===== src/rtl/avfp_pkg.sv =====
package avfp_pkg;

  // Fixed field widths
  localparam int SAMPLE_BITS = 10;
  localparam int MAX_BATCH   = 31;
  localparam int CNT_W       = 5;
  localparam int SUM_W       = 18;
  localparam int OFF_W       = 11;
  localparam int VEL_W       = 16;
  localparam int DENS_W      = 16;
  localparam int SPAN_W      = 7;
  localparam int CFG_IDX_W   = 8;
  localparam int CFG_DATA_W  = 16;

  // Datapath widths of the batch-end unit
  localparam int NUM_W      = 61;
  localparam int DEN_W      = 30;
  localparam int Y_W        = 54;
  localparam int ROOT_W     = 27;
  localparam int SREM_W     = 31;
  localparam int STEP_W     = 6;
  localparam int DIV_STEPS  = 61;
  localparam int SQRT_STEPS = 27;

  // Arithmetic constants
  localparam int MID_CODE    = 255;
  localparam int FULL_CODE   = 511;
  localparam int BAND_CENTRE = 256;
  localparam int VEL_SCALE   = 10000;

  // Input modes and result kinds
  localparam logic MODE_CAL = 1'b0;
  localparam logic MODE_VEL = 1'b1;

  // Register indexes
  localparam logic [CFG_IDX_W-1:0] REG_CALIB_COUNT = 8'd0;
  localparam logic [CFG_IDX_W-1:0] REG_MEAN_COUNT  = 8'd1;
  localparam logic [CFG_IDX_W-1:0] REG_DEAD_SPAN   = 8'd2;
  localparam logic [CFG_IDX_W-1:0] REG_AIR_DENSITY = 8'd3;

  typedef struct packed {
    logic [CNT_W-1:0]  calib_count;
    logic [CNT_W-1:0]  mean_count;
    logic [SPAN_W-1:0] dead_span;
    logic [DENS_W-1:0] air_density_q14;
  } cfg_t;

  // One finished batch handed from the front to the back
  typedef struct packed {
    logic                    kind;
    logic signed [SUM_W-1:0] sum;
    logic [CNT_W-1:0]        n;
    logic signed [OFF_W-1:0] offset;
  } job_t;

  // New offset reported back to the front
  typedef struct packed {
    logic                    cal_done;
    logic signed [OFF_W-1:0] offset;
  } fb_t;

  typedef enum logic [2:0] {
    ST_IDLE,
    ST_PREP,
    ST_MUL,
    ST_DIV,
    ST_SQRT,
    ST_FIN
  } back_state_t;

endpackage


===== src/rtl/airflow_velocity_from_pressure_adc.sv =====
// Channel   Direction  Handshake            Payload
// in_       input      in_push / in_full    in_mode, in_sample
// out_      output     out_pop / out_empty  out_kind, out_velocity_q8, out_offset_value
// cfg_      input      cfg_valid / cfg_ready cfg_index, cfg_data
//
// A sample is taken whenever the input is not full. A batch end runs in the back unit
// as setup, a 61-step restoring divider and output; a velocity batch adds a multiply
// and a 27-step square root, or inside the zero band goes from setup to output.
// A two-entry queue holds finished batches; after a calibration batch the input stays
// full until the new offset is back, since later samples are corrected by it.
// Reset is synchronous and active low; configuration writes are always ready.
module airflow_velocity_from_pressure_adc (
  input  logic                    clk,
  input  logic                    rst_n,
  input  logic                    in_push,
  input  logic                    in_mode,
  input  logic [9:0]              in_sample,
  output logic                    in_full,
  output logic                    out_empty,
  input  logic                    out_pop,
  output logic                    out_kind,
  output logic signed [15:0]      out_velocity_q8,
  output logic signed [10:0]      out_offset_value,
  input  logic                    cfg_valid,
  output logic                    cfg_ready,
  input  logic [7:0]              cfg_index,
  input  logic [15:0]             cfg_data
);
  import avfp_pkg::*;

  cfg_t cfg_r;
  job_t q_wjob, q_rjob;
  fb_t  fb;
  logic q_push, q_full, q_pop, q_empty;

  // Configuration registers
  assign cfg_ready = 1'b1;

  always_ff @(posedge clk) begin
    if (!rst_n) begin
      cfg_r.calib_count     <= CNT_W'(10);
      cfg_r.mean_count      <= CNT_W'(20);
      cfg_r.dead_span       <= SPAN_W'(2);
      cfg_r.air_density_q14 <= DENS_W'(19726);
    end else if (cfg_valid && cfg_ready) begin
      case (cfg_index)
        REG_CALIB_COUNT: cfg_r.calib_count     <= cfg_data[CNT_W-1:0];
        REG_MEAN_COUNT:  cfg_r.mean_count      <= cfg_data[CNT_W-1:0];
        REG_DEAD_SPAN:   cfg_r.dead_span       <= cfg_data[SPAN_W-1:0];
        REG_AIR_DENSITY: cfg_r.air_density_q14 <= cfg_data[DENS_W-1:0];
        default: begin
        end
      endcase
    end
  end

  avfp_front u_front (
    .clk       (clk),
    .rst_n     (rst_n),
    .in_push   (in_push),
    .in_mode   (in_mode),
    .in_sample (in_sample),
    .in_full   (in_full),
    .cfg       (cfg_r),
    .fb        (fb),
    .q_full    (q_full),
    .q_push    (q_push),
    .q_job     (q_wjob)
  );

  avfp_jobq u_jobq (
    .clk   (clk),
    .rst_n (rst_n),
    .push  (q_push),
    .wdata (q_wjob),
    .full  (q_full),
    .pop   (q_pop),
    .rdata (q_rjob),
    .empty (q_empty)
  );

  avfp_back u_back (
    .clk              (clk),
    .rst_n            (rst_n),
    .cfg              (cfg_r),
    .q_empty          (q_empty),
    .q_pop            (q_pop),
    .q_job            (q_rjob),
    .out_empty        (out_empty),
    .out_pop          (out_pop),
    .out_kind         (out_kind),
    .out_velocity_q8  (out_velocity_q8),
    .out_offset_value (out_offset_value),
    .fb               (fb)
  );

  // A new offset only arrives while the input is held off for it.
  a_cal_done_blocked: assert property (@(posedge clk) disable iff (!rst_n)
    fb.cal_done |-> in_full)
    else $error("offset returned while input was open");

  // The front never pushes a batch into a full queue.
  a_no_push_full: assert property (@(posedge clk) disable iff (!rst_n)
    q_push |-> !q_full)
    else $error("batch pushed into full queue");

  // A calibration result carries zero velocity.
  a_cal_zero_vel: assert property (@(posedge clk) disable iff (!rst_n)
    (!out_empty && out_kind == MODE_CAL) |-> out_velocity_q8 == 16'sd0)
    else $error("calibration result with nonzero velocity");

endmodule


===== src/rtl/avfp_front.sv =====
module avfp_front (
  input  logic                    clk,
  input  logic                    rst_n,
  input  logic                    in_push,
  input  logic                    in_mode,
  input  logic [9:0]              in_sample,
  output logic                    in_full,
  input  avfp_pkg::cfg_t          cfg,
  input  avfp_pkg::fb_t           fb,
  input  logic                    q_full,
  output logic                    q_push,
  output avfp_pkg::job_t          q_job
);
  import avfp_pkg::*;

  logic                    batch_mode_r, batch_mode_nxt;
  logic signed [SUM_W-1:0] sum_r, sum_nxt;
  logic [CNT_W-1:0]        cnt_r, cnt_nxt;
  logic signed [OFF_W-1:0] off_r, off_nxt;
  logic                    cal_wait_r, cal_wait_nxt;

  logic                    accept, same, done;
  logic signed [SUM_W-1:0] base_sum, term, new_sum, smp_ext;
  logic [CNT_W-1:0]        base_cnt, new_cnt, n_reg, n_eff;

  // Hold off while the queue is full or a new offset is being computed
  assign in_full = cal_wait_r | q_full;
  assign accept  = in_push & ~in_full;

  // Accumulate one sample; a mode change restarts the batch
  always_comb begin
    same     = (in_mode == batch_mode_r);
    base_sum = same ? sum_r : '0;
    base_cnt = same ? cnt_r : '0;
    smp_ext  = $signed({{(SUM_W-SAMPLE_BITS){1'b0}}, in_sample});
    if (in_mode == MODE_CAL) begin
      term = smp_ext - SUM_W'(MID_CODE);
    end else begin
      term = smp_ext - {{(SUM_W-OFF_W){off_r[OFF_W-1]}}, off_r};
    end
    new_sum = base_sum + term;
    new_cnt = base_cnt + CNT_W'(1);
    n_reg   = (in_mode == MODE_CAL) ? cfg.calib_count : cfg.mean_count;
    n_eff   = (n_reg == '0) ? CNT_W'(1) : n_reg;
    done    = (new_cnt >= n_eff);

    q_push       = accept & done;
    q_job.kind   = in_mode;
    q_job.sum    = new_sum;
    q_job.n      = n_eff;
    q_job.offset = off_r;

    batch_mode_nxt = batch_mode_r;
    sum_nxt        = sum_r;
    cnt_nxt        = cnt_r;
    off_nxt        = off_r;
    cal_wait_nxt   = cal_wait_r;
    if (accept) begin
      batch_mode_nxt = in_mode;
      sum_nxt        = done ? '0 : new_sum;
      cnt_nxt        = done ? '0 : new_cnt;
      if (done && in_mode == MODE_CAL) begin
        cal_wait_nxt = 1'b1;
      end
    end
    if (fb.cal_done) begin
      off_nxt      = fb.offset;
      cal_wait_nxt = 1'b0;
    end
  end

  always_ff @(posedge clk) begin
    if (!rst_n) begin
      batch_mode_r <= MODE_CAL;
      sum_r        <= '0;
      cnt_r        <= '0;
      off_r        <= '0;
      cal_wait_r   <= 1'b0;
    end else begin
      batch_mode_r <= batch_mode_nxt;
      sum_r        <= sum_nxt;
      cnt_r        <= cnt_nxt;
      off_r        <= off_nxt;
      cal_wait_r   <= cal_wait_nxt;
    end
  end

endmodule


===== src/rtl/avfp_jobq.sv =====
module avfp_jobq (
  input  logic           clk,
  input  logic           rst_n,
  input  logic           push,
  input  avfp_pkg::job_t wdata,
  output logic           full,
  input  logic           pop,
  output avfp_pkg::job_t rdata,
  output logic           empty
);
  import avfp_pkg::*;

  job_t       mem_r [2];
  logic       wr_ptr_r, rd_ptr_r;
  logic [1:0] count_r;

  assign full  = (count_r == 2'd2);
  assign empty = (count_r == 2'd0);
  assign rdata = mem_r[rd_ptr_r];

  // Two-entry queue of finished batches
  always_ff @(posedge clk) begin
    if (push && !full) begin
      mem_r[wr_ptr_r] <= wdata;
    end
  end

  always_ff @(posedge clk) begin
    if (!rst_n) begin
      wr_ptr_r <= 1'b0;
      rd_ptr_r <= 1'b0;
      count_r  <= '0;
    end else begin
      if (push && !full) begin
        wr_ptr_r <= ~wr_ptr_r;
      end
      if (pop && !empty) begin
        rd_ptr_r <= ~rd_ptr_r;
      end
      count_r <= count_r + 2'((push && !full) ? 1 : 0) - 2'((pop && !empty) ? 1 : 0);
    end
  end

endmodule


===== src/rtl/avfp_back.sv =====
module avfp_back (
  input  logic                  clk,
  input  logic                  rst_n,
  input  avfp_pkg::cfg_t        cfg,
  input  logic                  q_empty,
  output logic                  q_pop,
  input  avfp_pkg::job_t        q_job,
  output logic                  out_empty,
  input  logic                  out_pop,
  output logic                  out_kind,
  output logic signed [15:0]    out_velocity_q8,
  output logic signed [10:0]    out_offset_value,
  output avfp_pkg::fb_t         fb
);
  import avfp_pkg::*;

  back_state_t             state_r, state_nxt;
  job_t                    job_r, job_nxt;
  logic [STEP_W-1:0]       step_r, step_nxt;
  logic [NUM_W-1:0]        num_r, num_nxt;
  logic [DEN_W-1:0]        rem_r, rem_nxt;
  logic [DEN_W-1:0]        den_r, den_nxt;
  logic [17:0]             a_r, a_nxt;
  logic [20:0]             nd_r, nd_nxt;
  logic                    neg_r, neg_nxt;
  logic [Y_W-1:0]          y_r, y_nxt;
  logic [ROOT_W-1:0]       root_r, root_nxt;
  logic [SREM_W-1:0]       srem_r, srem_nxt;
  logic                    res_valid_r, res_valid_nxt;
  logic                    res_kind_r, res_kind_nxt;
  logic signed [VEL_W-1:0] res_vel_r, res_vel_nxt;
  logic signed [OFF_W-1:0] res_off_r, res_off_nxt;

  // Scratch values
  logic [SUM_W-1:0]        abs_sum;
  logic [13:0]             lo_u, hi_u;
  logic signed [SUM_W-1:0] lo_s, hi_s;
  logic signed [19:0]      diff;
  logic [DENS_W-1:0]       dens;
  logic [31:0]             a10k;
  logic [DEN_W:0]          dtrial;
  logic                    dge;
  logic [SREM_W-1:0]       strial, sshift;
  logic                    sge;
  logic [ROOT_W:0]         rsum;
  logic [ROOT_W-1:0]       mag;
  logic [16:0]             magsat;
  logic [OFF_W-1:0]        qoff;
  logic                    slot_free;

  assign out_empty        = ~res_valid_r;
  assign out_kind         = res_kind_r;
  assign out_velocity_q8  = res_vel_r;
  assign out_offset_value = res_off_r;

  always_comb begin
    state_nxt     = state_r;
    job_nxt       = job_r;
    step_nxt      = step_r;
    num_nxt       = num_r;
    rem_nxt       = rem_r;
    den_nxt       = den_r;
    a_nxt         = a_r;
    nd_nxt        = nd_r;
    neg_nxt       = neg_r;
    y_nxt         = y_r;
    root_nxt      = root_r;
    srem_nxt      = srem_r;
    res_valid_nxt = res_valid_r & ~out_pop;
    res_kind_nxt  = res_kind_r;
    res_vel_nxt   = res_vel_r;
    res_off_nxt   = res_off_r;
    q_pop         = 1'b0;
    fb.cal_done   = 1'b0;
    fb.offset     = '0;

    // Band limits, distance from mid scale, density
    abs_sum = job_r.sum[SUM_W-1] ? SUM_W'(-job_r.sum) : SUM_W'(job_r.sum);
    lo_u    = 14'(9'(BAND_CENTRE - 32'(cfg.dead_span)) * job_r.n);
    hi_u    = 14'(9'(BAND_CENTRE + 32'(cfg.dead_span)) * job_r.n);
    lo_s    = $signed({4'b0, lo_u});
    hi_s    = $signed({4'b0, hi_u});
    diff    = {{1{job_r.sum[SUM_W-1]}}, job_r.sum, 1'b0}
              - $signed({6'b0, 14'(9'(FULL_CODE) * job_r.n)});
    dens    = (cfg.air_density_q14 == '0) ? DENS_W'(1) : cfg.air_density_q14;
    a10k    = 32'(a_r * 14'(VEL_SCALE));

    // One restoring division step
    dtrial = {rem_r, num_r[NUM_W-1]};
    dge    = (dtrial >= {1'b0, den_r});

    // One square-root step, two radicand bits at a time
    sshift = {srem_r[SREM_W-3:0], y_r[Y_W-1:Y_W-2]};
    strial = SREM_W'({root_r, 2'b01});
    sge    = (sshift >= strial);

    // Rounding, saturation and offset sign
    rsum   = {1'b0, root_r} + (ROOT_W+1)'(1);
    mag    = rsum[ROOT_W:1];
    if (neg_r) begin
      magsat = (mag > ROOT_W'(32768)) ? 17'd32768 : 17'(mag);
    end else begin
      magsat = (mag > ROOT_W'(32767)) ? 17'd32767 : 17'(mag);
    end
    qoff      = neg_r ? OFF_W'(-num_r[OFF_W-1:0]) : num_r[OFF_W-1:0];
    slot_free = ~res_valid_r | out_pop;

    case (state_r)
      ST_IDLE: begin
        if (!q_empty) begin
          q_pop     = 1'b1;
          job_nxt   = q_job;
          state_nxt = ST_PREP;
        end
      end
      ST_PREP: begin
        step_nxt = '0;
        rem_nxt  = '0;
        if (job_r.kind == MODE_CAL) begin
          neg_nxt   = job_r.sum[SUM_W-1];
          num_nxt   = NUM_W'(abs_sum);
          den_nxt   = DEN_W'(job_r.n);
          state_nxt = ST_DIV;
        end else if (job_r.sum > lo_s && job_r.sum < hi_s) begin
          // Inside the zero band
          neg_nxt   = 1'b0;
          root_nxt  = '0;
          state_nxt = ST_FIN;
        end else begin
          neg_nxt   = diff[19];
          a_nxt     = diff[19] ? 18'(-diff) : 18'(diff);
          nd_nxt    = 21'(job_r.n * dens);
          state_nxt = ST_MUL;
        end
      end
      ST_MUL: begin
        // Quotient wanted is a * 10000 * 2^31 / (511 * n * rho_q14)
        num_nxt   = {a10k[29:0], 31'b0};
        den_nxt   = DEN_W'({nd_r, 9'b0}) - DEN_W'(nd_r);
        state_nxt = ST_DIV;
      end
      ST_DIV: begin
        rem_nxt  = dge ? DEN_W'(dtrial - {1'b0, den_r}) : DEN_W'(dtrial);
        num_nxt  = {num_r[NUM_W-2:0], dge};
        step_nxt = step_r + STEP_W'(1);
        if (step_r == STEP_W'(DIV_STEPS - 1)) begin
          step_nxt = '0;
          if (job_r.kind == MODE_CAL) begin
            state_nxt = ST_FIN;
          end else begin
            y_nxt     = num_nxt[Y_W-1:0];
            root_nxt  = '0;
            srem_nxt  = '0;
            state_nxt = ST_SQRT;
          end
        end
      end
      ST_SQRT: begin
        srem_nxt = sge ? sshift - strial : sshift;
        root_nxt = {root_r[ROOT_W-2:0], sge};
        y_nxt    = {y_r[Y_W-3:0], 2'b00};
        step_nxt = step_r + STEP_W'(1);
        if (step_r == STEP_W'(SQRT_STEPS - 1)) begin
          state_nxt = ST_FIN;
        end
      end
      ST_FIN: begin
        if (slot_free) begin
          res_valid_nxt = 1'b1;
          res_kind_nxt  = job_r.kind;
          if (job_r.kind == MODE_CAL) begin
            res_vel_nxt = '0;
            res_off_nxt = $signed(qoff);
            fb.cal_done = 1'b1;
            fb.offset   = $signed(qoff);
          end else begin
            res_vel_nxt = neg_r ? $signed(VEL_W'(17'd0 - magsat))
                                : $signed(VEL_W'(magsat));
            res_off_nxt = job_r.offset;
          end
          state_nxt = ST_IDLE;
        end
      end
      default: begin
        state_nxt = ST_IDLE;
      end
    endcase
  end

  always_ff @(posedge clk) begin
    if (!rst_n) begin
      state_r     <= ST_IDLE;
      res_valid_r <= 1'b0;
      step_r      <= '0;
    end else begin
      state_r     <= state_nxt;
      res_valid_r <= res_valid_nxt;
      step_r      <= step_nxt;
    end
  end

  // Datapath registers
  always_ff @(posedge clk) begin
    job_r      <= job_nxt;
    num_r      <= num_nxt;
    rem_r      <= rem_nxt;
    den_r      <= den_nxt;
    a_r        <= a_nxt;
    nd_r       <= nd_nxt;
    neg_r      <= neg_nxt;
    y_r        <= y_nxt;
    root_r     <= root_nxt;
    srem_r     <= srem_nxt;
    res_kind_r <= res_kind_nxt;
    res_vel_r  <= res_vel_nxt;
    res_off_r  <= res_off_nxt;
  end

endmodule

===== config.mk =====
export PLATFORM = sky130hd
export DESIGN_NAME = airflow_velocity_from_pressure_adc
export DESIGN_NICKNAME = d
export VERILOG_FILES = /design/src/rtl/avfp_pkg.sv /design/src/rtl/airflow_velocity_from_pressure_adc.sv /design/src/rtl/avfp_front.sv /design/src/rtl/avfp_jobq.sv /design/src/rtl/avfp_back.sv
export SDC_FILE = /design/constraint.sdc
export NUM_CORES = 2
export LEC_CHECK = 0
export ABC_AREA = 1
export ABC_CLOCK_PERIOD_IN_PS = 22100
export BUFFER_PORTS_ARGS = -buffer_cell sky130_fd_sc_hd__buf_2
export CORE_UTILIZATION = 45
export CTS_BUF_LIST = sky130_fd_sc_hd__clkbuf_8
export DETAILED_ROUTE_END_ITERATION = 8
export HOLD_SLACK_MARGIN = 0.02
export PLACE_DENSITY = 0.63
export SYNTH_ARGS = -nofsm -noshare
export SYNTH_HDL_FRONTEND = slang
export SYNTH_SLANG_ARGS = --single-unit

===== constraint.sdc =====
create_clock -name clk -period 22.1 [get_ports clk]
set_input_delay 3.315 -clock clk [delete_from_list [all_inputs] [get_ports clk]]
set_output_delay 3.315 -clock clk [all_outputs]
set_load 0.02 [all_outputs]

==> impl_metrics.sql <==
INSERT INTO impl_metrics (metric_group, metric, value, unit) VALUES
('status', 'result_of_the_run', 'finished clean', ''),
('setup_path', 'worstPathCellList', 'buf_2 > clkinv_1 > nand2_1 > nand2_1 > nor2_1 > ha_1 > nand3_1 > xor2_1 > ha_1 > nand2_1 > nor3_1 > a2111oi_0 > a21oi_1 > inv_1 > nor2_4', ''),
('synthesis', 'synth_top_family_by_area', 'adder cells', ''),
('global_routing', 'grt_start_max_net_pins', '102', ''),
('synthesis', 'synthesis.nets', '4926', ''),
('clock_network', 'tritoncts_buffer_count', '86', ''),
('clock_network', 'clock_slew_at_the_register_clock_pins_of_the_worst_setup_and_hold_paths', '60', 'ps'),
('clock_network', 'clock_tree.htree_level_count', '3', ''),
('synthesis', 'synth_ff_type', 'sky130_fd_sc_hd__edfxtp_1', ''),
('finish', 'finish.utilization', '0.494', ''),
('finish', 'num-fill-cells', '7699', ''),
('floorplan', 'dieHeight', '287', 'µm'),
('detailed_routing', 'route.detailed.vias_per_inst', '5.09', ''),
('synthesis', 'synth_xor_xnor_area_share', '0.0433', ''),
('synthesis', 'post_synth.cell_area_avg', '8.28', 'µm²'),
('timing', 'setup_viol_count_final', '0', ''),
('job', 'max-cap-violations', '0', ''),
('setup_path', 'timing.critical_path.mode_cell', 'sky130_fd_sc_hd__nand2_1', ''),
('setup_path', 'r2r-start', 'cfg_r[16]', ''),
('synthesis', 'ys_seq_elements', '487', ''),
('setup_path', 'cpPeakStageDelay', '810', 'ps'),
('finish', 'final_cell_area', '39800', 'µm²'),
('detailed_routing', 'drtIter0Drc', '1754', ''),
('synthesis', 'synth.yosys.warnings', '0', ''),
('synthesis', 'synth-edff-count', '404', ''),
('timing', 'timing.slew.headroom', '0.259', ''),
('clock_network', 'cts.root.buffer_cell', 'sky130_fd_sc_hd__clkbuf_8', ''),
('synthesis', 'post-synth-top-area-cell', 'sky130_fd_sc_hd__edfxtp_1', ''),
('global_routing', 'first_global_vias', '27371', ''),
('timing', 'post_layout_min_period', '7550', 'ps'),
('clock_network', 'numClockSinks', '487', ''),
('place', 'post_dp_cell_area', '38100', 'µm²'),
('timing', 'final-max-slew-violation-count', '0', ''),
('global_routing', 'grtUsageTotal', '0.200', ''),
('floorplan', 'initial_utilization', '0.455', ''),
('detailed_routing', 'antenna_violating_nets_post_route', '0', ''),
('synthesis', 'simple_logic_cell_fraction_of_the_synthesized_area', '0.183', ''),
('synthesis', 'synthArstFlopShare', '0', ''),
('timing', 'timing_worst_slew_pin_value', '1110', 'ps'),
('clock_network', 'clock_tree.buffer_depth', '3', ''),
('timing', 'max_clock_freq', '132', 'MHz'),
('global_routing', 'grt_first_pass_wirelength', '136', 'mm'),
('global_routing', 'initial_antenna_violation_count', '1', ''),
('setup_path', 'cp-start-kind', 'input port', ''),
('hold_path', 'holdCritPathClass', 'reg2reg', ''),
('timing', 'rsz_0062_raised_after_global_routing', 'false', ''),
('synthesis', 'synth.cell_area', '36600', 'µm²'),
('clock_network', 'hold_bufs_at_cts', '0', ''),
('synthesis', 'synth_compound_area_frac', '0.121', ''),
('setup_path', 'worstSetupStartpoint', 'in_mode', ''),
('floorplan', 'die_area', '82500', 'µm²'),
('global_routing', 'grt.overflow.total', '0', ''),
('detailed_routing', 'drt-pass1-iter-count', '5', ''),
('synthesis', 'synthAdderAreaFrac', '0.185', ''),
('finish', 'finish.net_count', '5003', ''),
('setup_path', 'critical-path-slowest-cell', 'sky130_fd_sc_hd__nor2_4', ''),
('detailed_routing', 'postRouteWirelength', '82.5', 'mm'),
('clock_network', 'clock_insertion_delay_worst_skew', '690', 'ps'),
('timing', 'final_min_period_over_clock_period', '0.342', ''),
('synthesis', 'synth.area.mux_share', '0', ''),
('clock_network', 'cts_tree', 'built', ''),
('finish', 'layout_area_overhead', '8.65', '%'),
('detailed_routing', 'wl_per_cell', '14.6', 'µm'),
('setup_path', 'critical_path_peak_fanout', '36', ''),
('finish', 'final_layout_size_suffix_gt1_frac', '0.0621', ''),
('setup_path', 'critPathCaptureType', 'flop', ''),
('place', 'dp_slack', '13790', 'ps'),
('place', 'dp.final_hpwl', '61.1', 'mm'),
('timing', 'finalHoldViolCount', '0', ''),
('synthesis', 'yosys.area.top_type_share', '0.331', ''),
('floorplan', 'fp.coreArea', '80500', 'µm²');
[cell type report]
class / instances / area [µm²] / share of cell area
Antenna cell: 2 / 5.00 / 0.000126
Clock buffer: 93 / 1280 / 0.0322
Clock inverter: 64 / 364 / 0.00915
Inverter: 775 / 2910 / 0.0731
Multi-Input combinational cell: 3060 / 19600 / 0.492
Sequential cell: 487 / 13800 / 0.347
Tap cell: 1060 / 1330 / 0.0333
Timing Repair Buffer: 93 / 526 / 0.0132
[critical path: cells and delay by family]
| family | cells | cell delay [ps] |
|---|---|---|
| compound gates | 2 | 430 |
| xor+xnor | 1 | 170 |
| fa+ha+maj | 2 | 550 |
| buf+inv | 3 | 1090 |
| simple gates | 7 | 2260 |
[cells by family (layout without fill, tap and decap cells)]
kind of cell / Yosys count / in the layout
AOI/OAI and AO/OA: 813 / 813
xor gates and xnor gates: 181 / 181
adders and majority gates: 460 / 460
buffers and inverters: 879 / 1025
DFF: 487 / 487
other: 1 / 3
and+or+nand+nor: 1605 / 1605
[Yosys cell counts, types with 3 or more instances]
cell                         n
sky130_fd_sc_hd__nand3_2     7
sky130_fd_sc_hd__nand2_2    13
sky130_fd_sc_hd__clkbuf_1   93
sky130_fd_sc_hd__a21oi_2     3
sky130_fd_sc_hd__o21a_1     12
sky130_fd_sc_hd__nand2_1   957
sky130_fd_sc_hd__xnor2_1    65
sky130_fd_sc_hd__o211ai_1   14
sky130_fd_sc_hd__buf_2       3
sky130_fd_sc_hd__nor3_1     43
sky130_fd_sc_hd__nor2_4      9
sky130_fd_sc_hd__buf_4       4
sky130_fd_sc_hd__nor2_8      3
sky130_fd_sc_hd__nor3b_1     4
sky130_fd_sc_hd__a31oi_1    19
sky130_fd_sc_hd__nand3b_1    5
sky130_fd_sc_hd__nand3_1   136
sky130_fd_sc_hd__inv_2       3
sky130_fd_sc_hd__inv_1     762
sky130_fd_sc_hd__fa_1      134
sky130_fd_sc_hd__o21ai_0   314
sky130_fd_sc_hd__o21bai_1   16
sky130_fd_sc_hd__clkinv_1   10
sky130_fd_sc_hd__o21ai_1     6
sky130_fd_sc_hd__edfxtp_1  404
sky130_fd_sc_hd__a221oi_1    4
sky130_fd_sc_hd__o221ai_1    4
sky130_fd_sc_hd__nor4_1     14
sky130_fd_sc_hd__o31ai_1    10
sky130_fd_sc_hd__and2_1      3
sky130_fd_sc_hd__a21o_1      8
sky130_fd_sc_hd__dfxtp_1    83
sky130_fd_sc_hd__nand4_1    44
sky130_fd_sc_hd__ha_1      326
sky130_fd_sc_hd__a211oi_1    6
sky130_fd_sc_hd__nor2_2      4
sky130_fd_sc_hd__xor2_1    116
sky130_fd_sc_hd__o22ai_1    23
sky130_fd_sc_hd__a21oi_1   345
sky130_fd_sc_hd__or2_2      15
sky130_fd_sc_hd__nor2_1    342
sky130_fd_sc_hd__a21boi_0    9
[placed cells by master (no fill, tap or decap), drive strengths merged, types with 44 or more instances in the layout]
master,instances
nor3,44
inv,805
o21ai,323
fa,134
ha,326
nand4,44
edfxtp,404
nor2,358
nand2,972
clkbuf,93
buf,93
a21oi,348
dfxtp,83
xor2,116
nand3,144
xnor2,65
[registers in the layout (all words and copies together), names as in the netlist, 16 cells and up]
signal and count:
u_back.srem_r 29, u_back.nd_r 21, u_front.sum_r 18, u_back.den_r 30, u_back.job_r 35, u_back.num_r 61, u_back.out_velocity_q8 16, u_back.root_r 27
u_back.y_r 54, cfg_r 33, u_back.a_r 18, u_jobq.mem_r 70, u_back.rem_r 30
[metal layers]
metal  up-vias  wire [µm]  GRT usage
li1      14697          -          -
met1     13311      39700      0.278
met2       539      37300      0.323
met3       115       3700     0.0265
met4         0       1750     0.0625
met5         -          0          0
[stage by stage]
stage,instances,hold WS [ps]
floorplan,4426,426
global placement,5475,434
detailed placement,5475,439
CTS,5632,453
global route,5634,473
finish,5634,455
[final timing paths]
check                             end  slack (ps)  cells past startpoint
setup / recovery  u_jobq.mem_r[1][13]       14550                     15
hold / removal     u_jobq.mem_r[1][2]         450                      0
setup reg to reg       u_back.a_r[16]       15240                     34
hold reg to reg    u_jobq.mem_r[1][2]         450                      0
Power is not shown: default switching activity piles up to over one toggle a cycle in this logic, so the estimate is an artifact.
